`src/design/hsv_pkg.sv`:
```
package hsv_pkg;

  localparam int FRAC_BITS = 16;
  localparam int IN_W      = FRAC_BITS + 1;
  localparam int CH_W      = 8;
  localparam int H6_W      = IN_W + 3;
  localparam int PROD_W    = 2 * IN_W;
  localparam int SCALE_W   = IN_W + CH_W;

  localparam logic [IN_W-1:0] ONE = {1'b1, {FRAC_BITS{1'b0}}};

  typedef enum logic [2:0] {
    SEC_RED_YEL = 3'd0,
    SEC_YEL_GRN = 3'd1,
    SEC_GRN_CYN = 3'd2,
    SEC_CYN_BLU = 3'd3,
    SEC_BLU_MAG = 3'd4,
    SEC_MAG_RED = 3'd5
  } sector_t;

  typedef struct packed {
    sector_t                sector;
    logic [FRAC_BITS-1:0]   frac;
    logic [IN_W-1:0]        sat;
    logic [IN_W-1:0]        val;
  } prep_t;

  typedef struct packed {
    sector_t                sector;
    logic [IN_W-1:0]        p;
    logic [IN_W-1:0]        sq;
    logic [IN_W-1:0]        st;
    logic [IN_W-1:0]        val;
  } mid_t;

  typedef struct packed {
    sector_t                sector;
    logic [IN_W-1:0]        p;
    logic [IN_W-1:0]        q;
    logic [IN_W-1:0]        t;
    logic [IN_W-1:0]        val;
  } lvl_t;

  typedef struct packed {
    logic [CH_W-1:0] red;
    logic [CH_W-1:0] green;
    logic [CH_W-1:0] blue;
  } rgb_t;

  function automatic logic [IN_W-1:0] mul_frac(input logic [IN_W-1:0] a,
                                               input logic [IN_W-1:0] b);
    logic [PROD_W-1:0] prod;
    prod = PROD_W'(a) * PROD_W'(b);
    return prod[FRAC_BITS +: IN_W];
  endfunction

  function automatic logic [CH_W-1:0] scale255(input logic [IN_W-1:0] level);
    logic [SCALE_W-1:0] prod;
    prod = {level, {CH_W{1'b0}}} - SCALE_W'(level);
    return prod[FRAC_BITS +: CH_W];
  endfunction

endpackage

```
`src/design/hsv_if.sv`:
```
interface hsv_in_if;
  logic                       valid;
  logic                       ready;
  logic [hsv_pkg::IN_W-1:0]   hue;
  logic [hsv_pkg::IN_W-1:0]   saturation;
  logic [hsv_pkg::IN_W-1:0]   brightness;

  modport source (output valid, output hue, output saturation, output brightness,
                  input ready);
  modport sink   (input valid, input hue, input saturation, input brightness,
                  output ready);
endinterface

interface rgb_out_if;
  logic                       valid;
  logic                       ready;
  logic [hsv_pkg::CH_W-1:0]   red;
  logic [hsv_pkg::CH_W-1:0]   green;
  logic [hsv_pkg::CH_W-1:0]   blue;

  modport source (output valid, output red, output green, output blue, input ready);
  modport sink   (input valid, input red, input green, input blue, output ready);
endinterface

```
`src/design/hsv_prep.sv`:
```
module hsv_prep (
  input  logic                      clk,
  input  logic                      rst,
  input  logic                      in_valid,
  output logic                      in_ready,
  input  logic [hsv_pkg::IN_W-1:0]  hue,
  input  logic [hsv_pkg::IN_W-1:0]  saturation,
  input  logic [hsv_pkg::IN_W-1:0]  brightness,
  output logic                      out_valid,
  input  logic                      out_ready,
  output hsv_pkg::prep_t            out_data
);

  logic [hsv_pkg::IN_W-1:0] hue_w;
  logic [hsv_pkg::H6_W-1:0] h6;
  logic [hsv_pkg::H6_W-hsv_pkg::FRAC_BITS-1:0] sec_raw;
  hsv_pkg::prep_t           data_next;

  always_comb begin
    hue_w   = (hue == hsv_pkg::ONE) ? '0 : hue;
    h6      = (hsv_pkg::H6_W'(hue_w) << 2) + (hsv_pkg::H6_W'(hue_w) << 1);
    sec_raw = h6[hsv_pkg::H6_W-1:hsv_pkg::FRAC_BITS];
    if (sec_raw > 4'(hsv_pkg::SEC_MAG_RED)) begin
      data_next.sector = hsv_pkg::SEC_MAG_RED;
    end else begin
      data_next.sector = hsv_pkg::sector_t'(sec_raw[2:0]);
    end
    data_next.frac = h6[hsv_pkg::FRAC_BITS-1:0];
    data_next.sat  = (saturation > hsv_pkg::ONE) ? hsv_pkg::ONE : saturation;
    data_next.val  = (brightness > hsv_pkg::ONE) ? hsv_pkg::ONE : brightness;
  end

  assign in_ready = !out_valid || out_ready;

  always_ff @(posedge clk) begin
    if (rst) begin
      out_valid <= 1'b0;
    end else if (in_ready) begin
      out_valid <= in_valid;
    end
  end

  always_ff @(posedge clk) begin
    if (in_valid && in_ready) begin
      out_data <= data_next;
    end
  end

endmodule

```
`src/design/hsv_level.sv`:
```
module hsv_level (
  input  logic            clk,
  input  logic            rst,
  input  logic            in_valid,
  output logic            in_ready,
  input  hsv_pkg::prep_t  in_data,
  output logic            out_valid,
  input  logic            out_ready,
  output hsv_pkg::lvl_t   out_data
);

  logic           mid_valid;
  logic           mid_ready;
  hsv_pkg::mid_t  mid;
  hsv_pkg::mid_t  mid_next;
  hsv_pkg::lvl_t  lvl_next;
  logic [hsv_pkg::IN_W-1:0] frac_w;

  always_comb begin
    frac_w          = {1'b0, in_data.frac};
    mid_next.sector = in_data.sector;
    mid_next.val    = in_data.val;
    mid_next.p      = hsv_pkg::mul_frac(in_data.val, hsv_pkg::ONE - in_data.sat);
    mid_next.sq     = hsv_pkg::mul_frac(in_data.sat, frac_w);
    mid_next.st     = hsv_pkg::mul_frac(in_data.sat, hsv_pkg::ONE - frac_w);
  end

  always_comb begin
    lvl_next.sector = mid.sector;
    lvl_next.val    = mid.val;
    lvl_next.p      = mid.p;
    lvl_next.q      = hsv_pkg::mul_frac(mid.val, hsv_pkg::ONE - mid.sq);
    lvl_next.t      = hsv_pkg::mul_frac(mid.val, hsv_pkg::ONE - mid.st);
  end

  assign mid_ready = !out_valid || out_ready;
  assign in_ready  = !mid_valid || mid_ready;

  always_ff @(posedge clk) begin
    if (rst) begin
      mid_valid <= 1'b0;
      out_valid <= 1'b0;
    end else begin
      if (in_ready) begin
        mid_valid <= in_valid;
      end
      if (mid_ready) begin
        out_valid <= mid_valid;
      end
    end
  end

  always_ff @(posedge clk) begin
    if (in_valid && in_ready) begin
      mid <= mid_next;
    end
    if (mid_valid && mid_ready) begin
      out_data <= lvl_next;
    end
  end

endmodule

```
`src/design/hsv_route.sv`:
```
module hsv_route (
  input  logic            clk,
  input  logic            rst,
  input  logic            in_valid,
  output logic            in_ready,
  input  hsv_pkg::lvl_t   in_data,
  output logic            out_valid,
  input  logic            out_ready,
  output hsv_pkg::rgb_t   out_data
);

  logic [hsv_pkg::IN_W-1:0] r_lvl;
  logic [hsv_pkg::IN_W-1:0] g_lvl;
  logic [hsv_pkg::IN_W-1:0] b_lvl;
  hsv_pkg::rgb_t            rgb_next;

  always_comb begin
    unique case (in_data.sector)
      hsv_pkg::SEC_RED_YEL: begin
        r_lvl = in_data.val; g_lvl = in_data.t;   b_lvl = in_data.p;
      end
      hsv_pkg::SEC_YEL_GRN: begin
        r_lvl = in_data.q;   g_lvl = in_data.val; b_lvl = in_data.p;
      end
      hsv_pkg::SEC_GRN_CYN: begin
        r_lvl = in_data.p;   g_lvl = in_data.val; b_lvl = in_data.t;
      end
      hsv_pkg::SEC_CYN_BLU: begin
        r_lvl = in_data.p;   g_lvl = in_data.q;   b_lvl = in_data.val;
      end
      hsv_pkg::SEC_BLU_MAG: begin
        r_lvl = in_data.t;   g_lvl = in_data.p;   b_lvl = in_data.val;
      end
      default: begin
        r_lvl = in_data.val; g_lvl = in_data.p;   b_lvl = in_data.q;
      end
    endcase
    rgb_next.red   = hsv_pkg::scale255(r_lvl);
    rgb_next.green = hsv_pkg::scale255(g_lvl);
    rgb_next.blue  = hsv_pkg::scale255(b_lvl);
  end

  assign in_ready = !out_valid || out_ready;

  always_ff @(posedge clk) begin
    if (rst) begin
      out_valid <= 1'b0;
    end else if (in_ready) begin
      out_valid <= in_valid;
    end
  end

  always_ff @(posedge clk) begin
    if (in_valid && in_ready) begin
      out_data <= rgb_next;
    end
  end

endmodule

```
`src/design/hsv_to_rgb_unit.sv`:
```
// HSV to RGB color converter, one pixel per beat.
//
// Channels: hsv (sink) carries hue, saturation and brightness as unsigned
// fractions of 2^16 (17 bits, so one is representable); rgb (source) carries
// 8-bit red, green and blue. A beat moves on a clock edge with valid and ready
// both high.
//
// Pipeline: four register stages (clamp and hue times six; p, S*f, S*(1-f);
// q and t; sector routing and scale by 255). An input beat passes through
// them in that order before it shows on rgb. Throughput is one pixel per
// cycle while rgb.ready stays high; the two multiply stages set the clock.
//
// Each stage holds its own valid bit and takes a new beat when it is empty or
// its successor takes its beat, so empty stages fill while rgb is stalled and
// nothing is dropped or repeated. Up to four pixels wait inside during a
// stall; hsv.ready falls only when all stages are full and rgb.ready is low.
//
// Reset (rst, synchronous, active high) empties all stages; rgb.valid is low
// in the cycle after reset.
module hsv_to_rgb_unit (
  input  logic      clk,
  input  logic      rst,
  hsv_in_if.sink    hsv,
  rgb_out_if.source rgb
);

  logic            prep_valid;
  logic            prep_ready;
  hsv_pkg::prep_t  prep_data;
  logic            lvl_valid;
  logic            lvl_ready;
  hsv_pkg::lvl_t   lvl_data;
  hsv_pkg::rgb_t   rgb_data;

  hsv_prep u_prep (
    .clk        (clk),
    .rst        (rst),
    .in_valid   (hsv.valid),
    .in_ready   (hsv.ready),
    .hue        (hsv.hue),
    .saturation (hsv.saturation),
    .brightness (hsv.brightness),
    .out_valid  (prep_valid),
    .out_ready  (prep_ready),
    .out_data   (prep_data)
  );

  hsv_level u_level (
    .clk       (clk),
    .rst       (rst),
    .in_valid  (prep_valid),
    .in_ready  (prep_ready),
    .in_data   (prep_data),
    .out_valid (lvl_valid),
    .out_ready (lvl_ready),
    .out_data  (lvl_data)
  );

  hsv_route u_route (
    .clk       (clk),
    .rst       (rst),
    .in_valid  (lvl_valid),
    .in_ready  (lvl_ready),
    .in_data   (lvl_data),
    .out_valid (rgb.valid),
    .out_ready (rgb.ready),
    .out_data  (rgb_data)
  );

  assign rgb.red   = rgb_data.red;
  assign rgb.green = rgb_data.green;
  assign rgb.blue  = rgb_data.blue;

endmodule

```
`src/flat_wrapper.sv`:
```
// flat-port wrapper written by rule: the top's interface ports become plain ports
module hsv_to_rgb_unit_flat 
  (clk, rst, hsv_valid, hsv_hue, hsv_saturation, hsv_brightness, hsv_ready, rgb_valid, rgb_red, rgb_green, rgb_blue, rgb_ready);
  hsv_in_if hsv_i ();
  rgb_out_if rgb_i ();
  input  logic clk;
  input  logic rst;
  input wire logic [$bits(hsv_i.valid)-1:0] hsv_valid;
  input wire logic [$bits(hsv_i.hue)-1:0] hsv_hue;
  input wire logic [$bits(hsv_i.saturation)-1:0] hsv_saturation;
  input wire logic [$bits(hsv_i.brightness)-1:0] hsv_brightness;
  output wire logic [$bits(hsv_i.ready)-1:0] hsv_ready;
  output wire logic [$bits(rgb_i.valid)-1:0] rgb_valid;
  output wire logic [$bits(rgb_i.red)-1:0] rgb_red;
  output wire logic [$bits(rgb_i.green)-1:0] rgb_green;
  output wire logic [$bits(rgb_i.blue)-1:0] rgb_blue;
  input wire logic [$bits(rgb_i.ready)-1:0] rgb_ready;
  assign hsv_i.valid = hsv_valid;
  assign hsv_i.hue = hsv_hue;
  assign hsv_i.saturation = hsv_saturation;
  assign hsv_i.brightness = hsv_brightness;
  assign hsv_ready = hsv_i.ready;
  assign rgb_valid = rgb_i.valid;
  assign rgb_red = rgb_i.red;
  assign rgb_green = rgb_i.green;
  assign rgb_blue = rgb_i.blue;
  assign rgb_i.ready = rgb_ready;
  hsv_to_rgb_unit u_core (.clk(clk), .rst(rst), .hsv(hsv_i), .rgb(rgb_i));
endmodule
```
`config.mk`:
```
export PLATFORM = sky130hd
export DESIGN_NAME = hsv_to_rgb_unit_flat
export DESIGN_NICKNAME = d
export VERILOG_FILES = /design/src/design/hsv_pkg.sv /design/src/design/hsv_if.sv /design/src/design/hsv_prep.sv /design/src/design/hsv_level.sv /design/src/design/hsv_route.sv /design/src/design/hsv_to_rgb_unit.sv /design/src/flat_wrapper.sv
export SDC_FILE = /design/constraint.sdc
export NUM_CORES = 2
export LEC_CHECK = 0
export BUFFER_PORTS_ARGS = -buffer_cell sky130_fd_sc_hd__buf_2
export CAP_MARGIN = 15
export CORE_MARGIN = 3
export CORE_UTILIZATION = 45
export CTS_CLUSTER_DIAMETER = 150
export DETAILED_ROUTE_END_ITERATION = 6
export GPL_TIMING_DRIVEN = 0
export PLACE_DENSITY = 0.57
export SYNTH_ARGS = -nofsm -noshare
export SYNTH_HDL_FRONTEND = slang
export SYNTH_HIERARCHICAL = 1
export SYNTH_SLANG_ARGS = --single-unit
export TNS_END_PERCENT = 50
```
`constraint.sdc`:
```
create_clock -name clk -period 10.9 [get_ports clk]
set_input_delay 1.09 -clock clk [delete_from_list [all_inputs] [get_ports clk]]
set_output_delay 1.09 -clock clk [all_outputs]
set_load 0.1 [all_outputs]
```
==> impl_results.md <==
* Vias in the first global route at 44947
* Drt pass-1 iters at 6
* Num CTS Buffers at 28
* Final Cycle Share at 0.965
* Synth cell types at 104
* I/O Buffers at 74
* Max Cap Viol at 0
* Hold crit path type: reg -> reg
* Ys flop type: edfxtp_1
* RSZ-0062 raised after global routing: false
* Final Core Density at 0.482
* Commonest non-fill, non-tap cell in the layout: inv_1
* Routed Antenna Nets at 0
* Avg Cell Area, Syn at 9.12 sq um
* Worst EP required at 11.19 ns
* Root Driver: clkbuf_16
* Critical path fanouts, max at 10
* Sequential fraction of the synthesis area at 0.116
* CTS Sinks at between 200 and 250
* WS Path Type: reg -> reg
* Syn-to-layout area delta at 6.14%
* Register area at 6630 sq um
* Antenna violations before repair at 4
* H-tree depth at 1
* Worst Setup End Kind: flop
* Worst hold margin at 0.396 ns
* Post-Place Cells at 8012
* Total core area at 126000 sq um
* Post-synth EDFFs at approximately 220
* #FFs+latches synth at 222
* Total Routing Usage GR at 0.267
* Final min period at 10.51 ns
* Final wirelength at 172000 um
* Residual DRC at 0
* Skew final at 0.0561 ns
* Synthesized cell area at 57300 sq um
* Max Slew Vio Count at 0
* Synth async-reset ratio at 0
* Final setup vio count at 0
* Share of cells above drive strength 1 at 0.0363
* Synthesized Nets at 7973
* Site Rows at 130
* I/O pins at 81
* F_max at approximately 95 MHz
* First-pass GRT wire length at 268000 um
* Multi-input gate area at ~44000 sq um
* Via/cell ratio at 5.33
* Detailed-route via count at 43054
* Slew HR at 0.138
* Status: finished clean
* Final hold viol count at 0
* Commonest non-fill, non-tap cells in the layout: inv_1, fa_1, nand2_1
* Final std cells w/o fill at 8072
* Clock slew seen by the registers of the worst setup and hold paths at 0.06 ns
* HPWL after DPL at 141000 um
* Die ar. at 132000 sq um
* Die Height at 363 um
* Initial core utilization at 0.454
* Clock tree buffer depth at 3
* Die X-Extent at 363 um
* Slew @ Worst Pin at 1.28 ns
* Fin Setup TNS at 0 ns
* GPL Wtd Cong at 0.953
* Fillers at 12156
* Grt ovf at 0
* Startpoint Class: flop
* Largest net degree at the start of global routing at 71
* Mapped Cells at approximately 6300
* DRT iter0 DRCs at 3215
* CTS tree: built
* Critical path arrival at ~11 ns
* # nets final at between 8000 and 9000
* Synth Warn # at 6
* Worst-Skew Late Latency at 0.61 ns
* Routed length per instance at 21.3 um
[final cells by class]
class,count,share of cell area
clock inverter,20,0.00313
timing repair buffer,84,0.00852
buffer,316,0.0225
tap,1650,0.0340
clock buffer,31,0.0117
sequential,222,0.109
antenna,6,0.000247
multi-input combinational,4347,0.725
inverter,1396,0.0862
[registers in the layout, summed over array words and instances (netlist names)]
name and flops:
u_core/u_prep/out_data 52, u_core/u_level/out_data 71, u_core/u_level/mid 34, u_core/u_level/out_valid 1, u_core/u_level/lvl_next 37, u_core/u_route/out_data 24, u_core/u_prep/out_valid 1, u_core/u_route/out_valid 1
u_core/u_level/mid_valid 1
[worst max-delay path: stages (launching register included)]
cell and delay, ns:
edfxtp_1 0.38, clkbuf_1 0.25, buf_1 0.35, inv_1 0.13
ha_1 0.22, or3b_4 0.42, or4_4 0.45, xor2_1 0.87
clkbuf_1 0.55, nand2_1 0.17, fa_1 0.54, inv_1 0.05
fa_1 0.57, fa_1 0.44, fa_1 0.48, fa_1 0.49
inv_1 0.05, fa_1 0.48, inv_1 0.05, ha_1 0.35
nand3_1 0.15, or3_1 0.42, a221o_1 0.35, a31oi_1 0.34
a41o_1 0.43, a41oi_1 0.24, nand2b_1 0.19, a221oi_1 0.77
[what timing repair did]
item,in CTS,in global routing
gates resized for setup,0,1
hold buffers,0,0
hold endpoints to repair,0,0
endpoints found under the setup margin,0,2
buffers inserted,0,0
[cell usage after synthesis, types with 9 or more instances]
cell type,instances,area (sq um)
a211o_1,14,123
a211oi_1,24,180
a21o_1,44,330
a21oi_1,108,541
a221oi_1,13,114
a31oi_1,12,75.1
and2_1,508,3180
and3_1,37,231
and4_1,10,87.6
buf_1,19,71.3
buf_2,21,105
buf_6,18,203
clkbuf_1,252,946
edfxtp_1,218,6550
fa_1,1091,21800
ha_1,546,6830
inv_1,1396,5240
mux2i_1,40,400
nand2_1,995,3730
nand2b_1,28,175
nand3_1,36,180
nand4_1,18,113
nor2_1,117,439
nor2b_1,60,375
nor3_1,42,210
nor3b_1,13,97.6
nor4_1,28,175
nor4b_1,10,87.6
o211ai_1,18,135
o21a_1,25,188
o21ai_0,73,365
o21ai_1,11,55.1
o221ai_1,16,140
o22ai_1,16,100
or2_2,9,56.3
or3_1,17,106
xnor2_1,133,1160
xor2_1,61,534
[metrics by stage]
step                      area, sq um  setup WS (ns)
after floorplan                 57300           2.92
after global placement          59700          0.386
after detailed placement        59800          0.339
after CTS                       60700          0.296
after global routing            60800         0.0712
final                           60800          0.386
[worst paths after layout]
check	from	to	slack [ns]	cells past startpoint
hold / removal	u_core/u_level/lvl_next[51]	u_core/u_level/out_data[51]	0.40	0
hold reg to reg	u_core/u_level/lvl_next[51]	u_core/u_level/out_data[51]	0.40	0
setup / recovery	u_core/u_level/mid[34]	u_core/u_level/out_data[47]	0.39	27
setup reg to reg	u_core/u_level/mid[34]	u_core/u_level/out_data[47]	0.39	27
[layer usage]
layer  track usage  vias to the layer above  wire length (um)
li1              -                    19441                 -
met1         0.379                    21739             76000
met2         0.418                     1592             76200
met3        0.0407                      282             12600
met4        0.0880                        0              6850
met5             0                        -                 0
[kinds of logic (layout without fill, tap and decap cells)]
kind of cell	Yosys count	count (layout)	synth area share
AOI/OAI and AO/OA	487	487	0.0600
adders and majority gates	1640	1640	0.501
buffers and inverters	1712	1847	0.115
other	1	7	0.0000655
and+or+nand+nor	1974	1974	0.169
muxes	49	49	0.00876
DFF	222	222	0.116
xor gates and xnor gates	196	196	0.0304
Power is left out: the tool's default activity adds up to more than one toggle a clock period on the data nets, which glitch-free logic cannot reach.
